==> src/design/assert_macros.svh <==
// Assertion macros shared by the transmit queue RTL.
`ifndef ASSERT_MACROS_SVH
`define ASSERT_MACROS_SVH
`ifndef SYNTHESIS
// Clocked property with synchronous reset masking.
`define ASSERT_AT(lbl, clk, rstn, prop, msg) \
  lbl: assert property (@(posedge clk) disable iff (!(rstn)) (prop)) else $error(msg);
// Condition that must never be seen on a clock edge out of reset.
`define ASSERT_NEVER(lbl, clk, rstn, cond, msg) \
  `ASSERT_AT(lbl, clk, rstn, !(cond), msg)
`else
`define ASSERT_AT(lbl, clk, rstn, prop, msg)
`define ASSERT_NEVER(lbl, clk, rstn, cond, msg)
`endif
`endif

==> src/design/uttx_pkg.sv <==
// Shared types and constants for the UART transmit byte queue.
package uttx_pkg;

  // Command codes of an input transaction
  localparam logic CMD_ENQ = 1'b0;
  localparam logic CMD_TXE = 1'b1;

  localparam int FILL_W      = 10;
  localparam int DROP_W      = 32;
  localparam int BYTE_W      = 8;

  // Result queue between the front and the back
  localparam int QUEUE_DEPTH = 4;
  localparam int QPTR_W      = 2;
  localparam int QCNT_W      = 3;

  // Classified transaction handed from front to back
  typedef struct packed {
    logic              send_valid;
    logic              accepted;
    logic [DROP_W-1:0] dropped_count;
    logic [FILL_W-1:0] fill_level;
    logic              irq_armed;
  } job_t;

  // Complete result item
  typedef struct packed {
    logic              send_valid;
    logic [BYTE_W-1:0] send_byte;
    logic              accepted;
    logic [DROP_W-1:0] dropped_count;
    logic [FILL_W-1:0] fill_level;
    logic              irq_armed;
  } res_t;

endpackage

==> src/design/uttx_ram.sv <==
// Generic single-write, single-read RAM with registered read data.
module uttx_ram #(
  parameter int WIDTH = 8,
  parameter int DEPTH = 512
) (
  input  logic                                 clk,
  input  logic                                 we,
  input  logic [(DEPTH > 1 ? $clog2(DEPTH) : 1)-1:0] waddr,
  input  logic [WIDTH-1:0]                     wdata,
  input  logic                                 re,
  input  logic [(DEPTH > 1 ? $clog2(DEPTH) : 1)-1:0] raddr,
  output logic [WIDTH-1:0]                     rdata_r
);

  logic [WIDTH-1:0] mem [DEPTH];

  // Write port
  always_ff @(posedge clk) begin
    if (we) begin
      mem[waddr] <= wdata;
    end
  end

  // Registered read port
  always_ff @(posedge clk) begin
    if (re) begin
      rdata_r <= mem[raddr];
    end
  end

endmodule

==> src/design/uttx_front.sv <==
// Front end: accepts transactions, keeps queue pointers, counters and irq flag.
module uttx_front #(
  parameter int DEPTH = 512
) (
  input  logic                                 clk,
  input  logic                                 rst_n,
  input  logic                                 in_push,
  output logic                                 in_full,
  input  logic                                 in_cmd,
  input  logic [uttx_pkg::BYTE_W-1:0]          in_data_byte,
  input  logic [uttx_pkg::QCNT_W-1:0]          q_cnt,
  output logic                                 ram_we,
  output logic [(DEPTH > 1 ? $clog2(DEPTH) : 1)-1:0] ram_waddr,
  output logic [uttx_pkg::BYTE_W-1:0]          ram_wdata,
  output logic                                 ram_re,
  output logic [(DEPTH > 1 ? $clog2(DEPTH) : 1)-1:0] ram_raddr,
  output logic                                 job_vld_r,
  output uttx_pkg::job_t                       job_r
);
  import uttx_pkg::*;

  localparam int AW = (DEPTH > 1) ? $clog2(DEPTH) : 1;
  localparam int CW = $clog2(DEPTH + 1);

  logic [AW-1:0]     wa_r, wa_nxt;
  logic [AW-1:0]     ra_r, ra_nxt;
  logic [CW-1:0]     cnt_r, cnt_nxt;
  logic [DROP_W-1:0] drop_r, drop_nxt;
  logic              irq_r, irq_nxt;
  logic              job_vld_nxt;
  job_t              job_nxt;
  logic              accept;
  logic              is_full;
  logic              is_empty;
  logic [QCNT_W:0]   inflight;

  // Back-pressure: results queued plus the one in flight must fit the queue
  assign inflight = {1'b0, q_cnt} + {{QCNT_W{1'b0}}, job_vld_r};
  assign in_full  = inflight >= (QCNT_W + 1)'(QUEUE_DEPTH);
  assign accept   = in_push && !in_full;

  assign is_full  = cnt_r == CW'(DEPTH);
  assign is_empty = cnt_r == '0;

  // Classify the transaction and compute next state
  always_comb begin
    wa_nxt      = wa_r;
    ra_nxt      = ra_r;
    cnt_nxt     = cnt_r;
    drop_nxt    = drop_r;
    irq_nxt     = irq_r;
    ram_we      = 1'b0;
    ram_re      = 1'b0;
    job_nxt     = '0;
    job_vld_nxt = accept;
    if (accept) begin
      case (in_cmd)
        CMD_ENQ: begin
          if (is_full) begin
            drop_nxt = drop_r + 1'b1;
          end else begin
            ram_we           = 1'b1;
            wa_nxt           = (wa_r == AW'(DEPTH - 1)) ? '0 : wa_r + 1'b1;
            cnt_nxt          = cnt_r + 1'b1;
            irq_nxt          = 1'b1;
            job_nxt.accepted = 1'b1;
          end
        end
        CMD_TXE: begin
          if (irq_r) begin
            if (!is_empty) begin
              ram_re             = 1'b1;
              ra_nxt             = (ra_r == AW'(DEPTH - 1)) ? '0 : ra_r + 1'b1;
              cnt_nxt            = cnt_r - 1'b1;
              job_nxt.send_valid = 1'b1;
            end else begin
              irq_nxt = 1'b0;
            end
          end
        end
        default: begin
        end
      endcase
    end
    job_nxt.dropped_count = drop_nxt;
    job_nxt.fill_level    = FILL_W'(cnt_nxt);
    job_nxt.irq_armed     = irq_nxt;
  end

  assign ram_waddr = wa_r;
  assign ram_wdata = in_data_byte;
  assign ram_raddr = ra_r;

  // Control state
  always_ff @(posedge clk) begin
    if (!rst_n) begin
      wa_r      <= '0;
      ra_r      <= '0;
      cnt_r     <= '0;
      drop_r    <= '0;
      irq_r     <= 1'b0;
      job_vld_r <= 1'b0;
    end else begin
      wa_r      <= wa_nxt;
      ra_r      <= ra_nxt;
      cnt_r     <= cnt_nxt;
      drop_r    <= drop_nxt;
      irq_r     <= irq_nxt;
      job_vld_r <= job_vld_nxt;
    end
  end

  // Job payload, lines up with the RAM read data
  always_ff @(posedge clk) begin
    job_r <= job_nxt;
  end

endmodule

==> src/design/uttx_back.sv <==
// Back end: merges read data into results and queues them for the consumer.
module uttx_back (
  input  logic                        clk,
  input  logic                        rst_n,
  input  logic                        job_vld,
  input  uttx_pkg::job_t              job,
  input  logic [uttx_pkg::BYTE_W-1:0] ram_rdata,
  input  logic                        out_pop,
  output logic                        out_empty,
  output uttx_pkg::res_t              head,
  output logic [uttx_pkg::QCNT_W-1:0] q_cnt
);
  import uttx_pkg::*;

  res_t              q_mem [QUEUE_DEPTH];
  res_t              item;
  logic [QPTR_W-1:0] wp_r, wp_nxt;
  logic [QPTR_W-1:0] rp_r, rp_nxt;
  logic [QCNT_W-1:0] cnt_r, cnt_nxt;
  logic              pop;

  // Build the result; byte reads as zero when nothing is sent
  always_comb begin
    item.send_valid    = job.send_valid;
    item.send_byte     = job.send_valid ? ram_rdata : '0;
    item.accepted      = job.accepted;
    item.dropped_count = job.dropped_count;
    item.fill_level    = job.fill_level;
    item.irq_armed     = job.irq_armed;
  end

  assign pop       = out_pop && (cnt_r != '0);
  assign out_empty = cnt_r == '0;
  assign head      = q_mem[rp_r];
  assign q_cnt     = cnt_r;

  // Pointer and occupancy update
  always_comb begin
    wp_nxt  = job_vld ? wp_r + 1'b1 : wp_r;
    rp_nxt  = pop ? rp_r + 1'b1 : rp_r;
    cnt_nxt = cnt_r + {{(QCNT_W - 1){1'b0}}, job_vld} - {{(QCNT_W - 1){1'b0}}, pop};
  end

  always_ff @(posedge clk) begin
    if (!rst_n) begin
      wp_r  <= '0;
      rp_r  <= '0;
      cnt_r <= '0;
    end else begin
      wp_r  <= wp_nxt;
      rp_r  <= rp_nxt;
      cnt_r <= cnt_nxt;
    end
  end

  // Result storage
  always_ff @(posedge clk) begin
    if (job_vld) begin
      q_mem[wp_r] <= item;
    end
  end

endmodule

==> src/design/uart_tx_ring_drop_on_full_core.sv <==
// Transmit byte queue core: holds up to DEPTH bytes in one RAM (no clearing pass
// after reset). One transaction per cycle is sustained as long as results are
// popped; each result passes through the RAM's registered read and then the
// four-entry result queue. in_full rises when that result queue plus the
// transaction in flight fill it, so the input rate is set by how fast the
// consumer pops. Enqueues into a full queue are dropped and counted;
// transmitter-empty events hand out bytes while armed.
`include "assert_macros.svh"

module uart_tx_ring_drop_on_full_core #(
  parameter int DEPTH = 512
) (
  input  logic                          clk,
  input  logic                          rst_n,
  input  logic                          push,
  output logic                          full,
  input  logic                          in_cmd,
  input  logic [uttx_pkg::BYTE_W-1:0]   in_data_byte,
  output logic                          empty,
  input  logic                          pop,
  output logic                          out_send_valid,
  output logic [uttx_pkg::BYTE_W-1:0]   out_send_byte,
  output logic                          out_accepted,
  output logic [uttx_pkg::DROP_W-1:0]   out_dropped_count,
  output logic [uttx_pkg::FILL_W-1:0]   out_fill_level,
  output logic                          out_irq_armed
);
  import uttx_pkg::*;

  localparam int AW = (DEPTH > 1) ? $clog2(DEPTH) : 1;

  logic              ram_we;
  logic [AW-1:0]     ram_waddr;
  logic [BYTE_W-1:0] ram_wdata;
  logic              ram_re;
  logic [AW-1:0]     ram_raddr;
  logic [BYTE_W-1:0] ram_rdata;
  logic              job_vld;
  job_t              job;
  res_t              head;
  logic [QCNT_W-1:0] q_cnt;

  // Byte store
  uttx_ram #(
    .WIDTH(BYTE_W),
    .DEPTH(DEPTH)
  ) u_ram (
    .clk    (clk),
    .we     (ram_we),
    .waddr  (ram_waddr),
    .wdata  (ram_wdata),
    .re     (ram_re),
    .raddr  (ram_raddr),
    .rdata_r(ram_rdata)
  );

  // Accept and classify
  uttx_front #(
    .DEPTH(DEPTH)
  ) u_front (
    .clk         (clk),
    .rst_n       (rst_n),
    .in_push     (push),
    .in_full     (full),
    .in_cmd      (in_cmd),
    .in_data_byte(in_data_byte),
    .q_cnt       (q_cnt),
    .ram_we      (ram_we),
    .ram_waddr   (ram_waddr),
    .ram_wdata   (ram_wdata),
    .ram_re      (ram_re),
    .ram_raddr   (ram_raddr),
    .job_vld_r   (job_vld),
    .job_r       (job)
  );

  // Result assembly and queue
  uttx_back u_back (
    .clk      (clk),
    .rst_n    (rst_n),
    .job_vld  (job_vld),
    .job      (job),
    .ram_rdata(ram_rdata),
    .out_pop  (pop),
    .out_empty(empty),
    .head     (head),
    .q_cnt    (q_cnt)
  );

  assign out_send_valid    = head.send_valid;
  assign out_send_byte     = head.send_byte;
  assign out_accepted      = head.accepted;
  assign out_dropped_count = head.dropped_count;
  assign out_fill_level    = head.fill_level;
  assign out_irq_armed     = head.irq_armed;

  // A job never lands in a full result queue unless a pop makes room
  `ASSERT_NEVER(a_no_overrun, clk, rst_n, job_vld && (q_cnt == QCNT_W'(QUEUE_DEPTH)) && !pop, "result queue overrun")
  // A byte is only handed out while the interrupt stays armed
  `ASSERT_NEVER(a_send_armed, clk, rst_n, !empty && out_send_valid && !out_irq_armed, "byte sent while disarmed")
  // A stored byte always arms the interrupt and never sends in the same step
  `ASSERT_NEVER(a_acc_arms, clk, rst_n, !empty && out_accepted && (!out_irq_armed || out_send_valid), "accepted without arming")
  // Accepting a transaction always produces a job on the next cycle
  `ASSERT_AT(a_job_follows, clk, rst_n, (push && !full) |=> job_vld, "job missing after accept")

endmodule
==> config.mk <==
export PLATFORM = sky130hd
export DESIGN_NAME = uart_tx_ring_drop_on_full_core
export DESIGN_NICKNAME = d
export VERILOG_FILES = /design/src/design/uttx_pkg.sv /design/src/design/uttx_ram.sv /design/src/design/uttx_front.sv /design/src/design/uttx_back.sv /design/src/design/uart_tx_ring_drop_on_full_core.sv
export VERILOG_INCLUDE_DIRS = /design/src /design/src/design
export SDC_FILE = /design/constraint.sdc
export NUM_CORES = 2
export LEC_CHECK = 0
export BUFFER_PORTS_ARGS = -buffer_cell sky130_fd_sc_hd__buf_2
export CAP_MARGIN = 30
export CORE_MARGIN = 1.5
export CORE_UTILIZATION = 63
export DETAILED_ROUTE_END_ITERATION = 8
export GPL_ROUTABILITY_DRIVEN = 0
export GPL_TIMING_DRIVEN = 1
export PLACE_DENSITY = 0.76
export SYNTH_ARGS = -nofsm -noshare
export SYNTH_HDL_FRONTEND = slang
export SYNTH_MEMORY_MAX_BITS = 65536
export SYNTH_SLANG_ARGS = --single-unit
==> constraint.sdc <==
create_clock -name clk -period 4.2 [get_ports clk]
set_clock_uncertainty 0.15 [all_clocks]
set_input_delay 0.21 -clock clk [delete_from_list [all_inputs] [get_ports clk]]
set_output_delay 0.21 -clock clk [all_outputs]
set_load 0.005 [all_outputs]
### After elaboration in Yosys (flattened, before gate mapping)

Memories as Yosys holds them, arrays and structs flattened. A register that Yosys moved wholly into a read port is not among the register bits.
Index checks and enable logic that the tools add are counted.

| word-level totals | value |
|---|---|
| bits in registers | 114 |
| RAM bits | 4308 |
| input port bits | 13 |
| output and inout port bits | 55 |
| logic and storage cells | 68 |
| memories | 2 |

Memory list:

| name | depth | bits a word | read ports | clocked after Yosys merged registers in | wr ports | RTL line | RTL |
|---|---|---|---|---|---|---|---|
| u_ram.mem | 512 | 8 | 1 | 1 | 1 | uttx_ram.sv:15 | `logic [WIDTH-1:0] mem [DEPTH];` |
| u_back.q_mem | 4 | 53 | 1 | 1 | 1 | uttx_back.sv:15 | `res_t q_mem [QUEUE_DEPTH];` |

| cells by class | value |
|---|---|
| add/sub/neg operators | 10 |
| magnitude comparators | 1 |
| equal/unequal tests | 3 |
| mux-type cells | 27 |
| bitwise logic cells | 3 |
| reduce and logical (&&, ||, !) cells | 8 |

Operator list:

| cell | count |
|---|---|
| $mux W32 | 3 |
| $mux W10 | 4 |
| $add A32 B1 Y32 const B | 1 |
| $pmux W10 S2 | 1 |
| $add A9 B1 Y9 const B | 2 |
| $eq A9 B9 Y1 const B | 2 |
| $mux W9 | 2 |
| $mux W1 | 13 |
| $add A10 B1 Y10 const B | 1 |
| $eq A10 B10 Y1 const B | 1 |
| $logic_not A10 Y1 | 1 |
| $sub A10 B1 Y10 const B | 1 |
| $mux W8 | 1 |
| $add A2 B1 Y2 const B | 2 |
| $add A3 B1 Y4 | 1 |
| $ge A4 B3 Y1 const B | 1 |
| $mux W2 | 2 |
| $reduce_and A4 Y1 | 1 |
| $add A3 B1 Y3 | 1 |
| $logic_not A3 Y1 | 1 |
| $not A1 Y1 | 3 |
| $reduce_and A3 Y1 | 1 |
| $reduce_bool A3 Y1 | 1 |
| $sub A3 B1 Y3 | 1 |
| other kinds (3) | 4 |

### Logic depth before layout (Yosys ltp)

| logic depth | value |
|---|---|
| depth in word-level cells | 7 |
| gate-level depth with buffers | 12 |
| gate-level depth less buffers | 10 |

### Cells and area by module

From an unflattened synthesis, not the netlist that was laid out.

| second synthesis, totals | value |
|---|---|
| cell total of the unflattened synthesis | 8847 |
| area, all modules | 172907.1 um^2 |

By module, submodules not included:

| module | instances | cells an instance | area each (um^2) | sequential area each (um^2) |
|---|---|---|---|---|
| uttx_ram | 1 | 8030 | 160007.2 | 123238.2 |
| uttx_back | 1 | 328 | 8225.4 | 6546.3 |
| uttx_front | 1 | 489 | 4674.5 | 2142.1 |

### Worst setup path before layout

Ideal clock, no wire load.

| timing | value |
|---|---|
| kind | reg2reg |
| start point | register u_back.cnt_r[1], in the netlist u_back.q_cnt[1] |
| end point | memory u_ram.mem[329][0] (enable) |
| library setup time | 0.370 ns |
| arrival | 2.518 ns |
| data required time | 3.680 ns |
| setup slack | 1.162 ns |
| stages on the path, launching flop included | 10 |
| buffers on the path | 2 |
| clock period less this slack | 3.038 ns |
| cell sequence | dfxtp_1 -> ha_1 -> o211a_1 -> o22ai_2 -> nand4_1 -> buf_2 -> nor3_1 -> nand2_1 -> clkbuf_1 -> nor2_1 |

| on the way | value |
|---|---|
| cells in the longest elaborated chain, start to end | 7 |

Ends and longest elaborated chain:

| item | RTL line | RTL |
|---|---|---|
| start: declaration | uttx_back.sv:19 | `logic [QCNT_W-1:0] cnt_r, cnt_nxt;` |
| start signal: assignment | uttx_back.sv:52 | `cnt_r <= cnt_nxt;` |
| $add A3 B1 Y4 | uttx_front.sv:38 | `assign inflight = {1'b0, q_cnt} + {{QCNT_W{1'b0}}, job_vld_r};` |
| $ge A4 B3 Y1 | uttx_front.sv:39 | `assign in_full = inflight >= (QCNT_W + 1)'(QUEUE_DEPTH);` |
| $logic_not A1 Y1 | uttx_front.sv:40 | `assign accept = in_push && !in_full;` |
| $logic_and A1 B1 Y1 | uttx_front.sv:40 |  |
| $mux W1 | uttx_front.sv:56 | `if (accept) begin` |
| $mux W1 | uttx_ram.sv:19 | `if (we) begin` |
| $mux W1 (implied by the code) | uttx_ram.sv:20 | `mem[waddr] <= wdata;` |
| end: declaration | uttx_ram.sv:15 |  |

No other way between the ends.

==> impl_metrics.json <==
{
  "setup_tns_ps": 0,
  "grt.busiest_layer": "met2",
  "viasPerCell": 6.935,
  "clk_pin_slew_ps": 60,
  "syn_nets": 8766,
  "synth-xor-area-share_pct": 0.2900,
  "whs_path_depth": 2,
  "hpwl_um": 257100,
  "synthSimpleGateAreaFrac_pct": 3.110,
  "grt_pass1_vias": 90880,
  "reg2regPathDepth": 10,
  "setup_viol": 0,
  "ioPinCount": 68,
  "p_leak_uw": 0.05859,
  "wire_per_inst_um": 32.67,
  "max-vdd-ir-drop_uv": 426.9,
  "hold_viol": 0,
  "portBuffers": 67,
  "vias": 91260,
  "slew_headroom_pct": 17.22,
  "final-max-slew-violation-count": 0,
  "cts_made_buffers": 422,
  "synthAdderAreaFrac_pct": 0.1352,
  "routed_wl_um": 429900,
  "die_w_um": 525.8,
  "clock_latency_ps": 970,
  "cts_tree": "built",
  "num-nets-final": 9256,
  "use_met2_pct": 48.39,
  "synth-seq-cells": 4432,
  "syn_inst": 8735,
  "synthTopCellsByArea": "edfxtp_1 (75%), mux4_2 (9.4%), mux2i_1 (4.4%)",
  "drv_cap": 0,
  "grt_start_max_net_pins": 205,
  "fp.coreArea_sq_um": 271200,
  "syn2layout_area_growth_pct": 12.05,
  "cts_root_buf": "clkbuf_16",
  "power_uw": 88710,
  "synthesis.area_sq_um": 172200,
  "route.detailed.drc": 0,
  "dr.pass1.iters": 9,
  "clock_sinks": 4432,
  "yosys_warnings": 0,
  "grt_pass1_wl_um": 623400,
  "dieHeight_um": 525.8,
  "yosysSeqAreaShare_pct": 76.63,
  "crit_fanout": 43,
  "rows": 191,
  "grt_use_met3_pct": 7.168,
  "endpoint_kind": "register",
  "status": "finished, final reports clean",
  "htree_levels": 5,
  "crit_arrival_ps": 4750,
  "pwr_density_cell_nw_per_um2": 459.8,
  "drt_iter0_markers": 13450,
  "clk_path_buf_depth": 4,
  "fill_cells": 15420,
  "postRouteAntennaNets": 0,
  "period_needed_ps": 4053,
  "grt_use_total_pct": 30.99,
  "dieArea_sq_um": 276400,
  "max_freq_mhz": 246.7,
  "grtUsageMet1_pct": 42.25,
  "synth_top_cell_area_share_pct": 75.28,
  "finalCritPeriodShare_pct": 96.51,
  "ys.flop_type": "edfxtp_1",
  "holdCritPathClass": "in -> reg",
  "muxShareOfSynthArea_pct": 13.85,
  "synth_most_common_cell": "edfxtp_1",
  "syn_area_per_cell_sq_um": 19.71,
  "drive_above_1_share_pct": 20.36,
  "grt_setup_unrepaired": "no",
  "synth.distinct_cells": 81,
  "synthTopCellsByCount": "edfxtp_1 (4316), mux2i_1 (753), mux4_2 (722), nor2_1 (611), o221ai_1 (351)",
  "synth_edf_count": 4316,
  "grt-ovfl-total": 0,
  "critPathKind": "reg -> reg",
  "initial_core_util_pct": 63.47,
  "required_ps": 4900,
  "worst_pin_slew_ps": 1242,
  "synth_compound_area_share_pct": 4.149,
  "async_flop_share_pct": 0,
  "synth_top_family_by_area": "multiplexers",
  "synth_area_leader_cell": "edfxtp_1",
  "antenna_found_initial": 15,
  "startpoint_type": "register"
}
## where the power goes
group	switching (uW)	internal (uW)	leakage [uW]
clock	16300	20800	0.00653
sequential	154	48600	0.0398
combinational	1770	1060	0.0122
## per-layer routing
layer | wire length [um] | part of all wire, %
met5 | 44 | 0.010
met4 | 21930 | 5.1
met3 | 47200 | 11
met2 | 204700 | 48
met1 | 156000 | 36
## worst paths after layout
kind                                                       to  slack [ps]                               from
worst max-delay path               u_ram.rdata_r[0]$_DFFE_PP_         150  u_front.ram_raddr[0]$_SDFFE_PN0P_
worst min-delay path              u_ram.mem[169][3]$_DFFE_PP_          80                    in_data_byte[3]
worst max register to register     u_ram.rdata_r[0]$_DFFE_PP_         150  u_front.ram_raddr[0]$_SDFFE_PN0P_
worst min register to register  u_back.q_mem[0][15]$_DFFE_PP_         320          u_front.job_r[15]$_DFF_P_
## metrics by stage
stage               setup slack (ps)  utilization (%)  std cells  hold WS (ps)  area, sq um
floorplan                       1162                -       8735         158.9       172200
global placement              -611.3            66.08      12350         296.7       179200
detailed placement             213.3            66.11      12360         310.2       179300
CTS                            120.5            71.11      13140         9.459       192900
global route                   7.391            71.12      13150         34.81       192900
finish                         146.6            71.13      13160         76.53       192900
## critical path, cell delays in order, from the launching register on
cell,delay (ps)
dfxtp_4,580
buf_12,300
buf_12,330
buf_4,270
mux2i_1,100
o221ai_1,310
o22ai_1,140
o21ai_0,520
nand4_1,610
nand4_1,340
and4bb_1,220
## flip-flops by register name (all words and copies together) (netlist names), 2 cells and up, named ones only
| register | count |
|---|---|
| u_ram.rdata_r | 8 |
| u_front.ram_raddr | 9 |
| u_back.rp_r | 2 |
| u_front.cnt_r | 10 |
| u_front.job_r | 45 |
| u_back.q_cnt | 3 |
| u_front.ram_waddr | 9 |
| u_back.q_mem | 212 |
| u_ram.mem | 4096 |
| u_front.drop_r | 32 |
| u_back.wp_r | 2 |
## final cells by class
class	count	area, sq um	area share, %
inverters	21	91.34	0.04734
diodes	20	50.05	0.02594
clock buffers	522	11020	5.711
repair buffers	610	5690	2.950
well taps	3570	4467	2.315
clock inverters	246	2399	1.243
multi-input cells	3738	37260	19.31
flip-flops and latches	4432	131900	68.39
## what timing repair did
| action | CTS | global route |
|---|---|---|
| hold buffers | 15 | 0 |
| endpoints found under the hold margin | 1918 | 0 |
| buffers inserted | 0 | 0 |
| setup endpoints to repair | 0 | 1 |
| resized for setup | 0 | 1 |
## kinds of logic after synthesis
group	Yosys count
flip-flops	4432
multiplexers	1478
AND/OR/NAND/NOR	1176
AO/OA/AOI/OAI	1009
buffers and inverters	565
XOR/XNOR	57
adder cells (fa/ha/maj)	18
## cells in the final DEF (no fill, tap or decap), drive strengths merged, types with 80 or more instances in the layout
| cell | n |
|---|---|
| nor3 | 82 |
| clkinv | 187 |
| o22ai | 195 |
| edfxtp | 4316 |
| dfxtp | 116 |
| o21ai | 121 |
| buf | 595 |
| a21oi | 194 |
| and2 | 80 |
| nor2 | 612 |
| clkbuf | 522 |
| mux2i | 753 |
| o221ai | 357 |
| mux4 | 723 |
| nand2 | 182 |
Note: power is estimated with default switching activity, not from simulation.
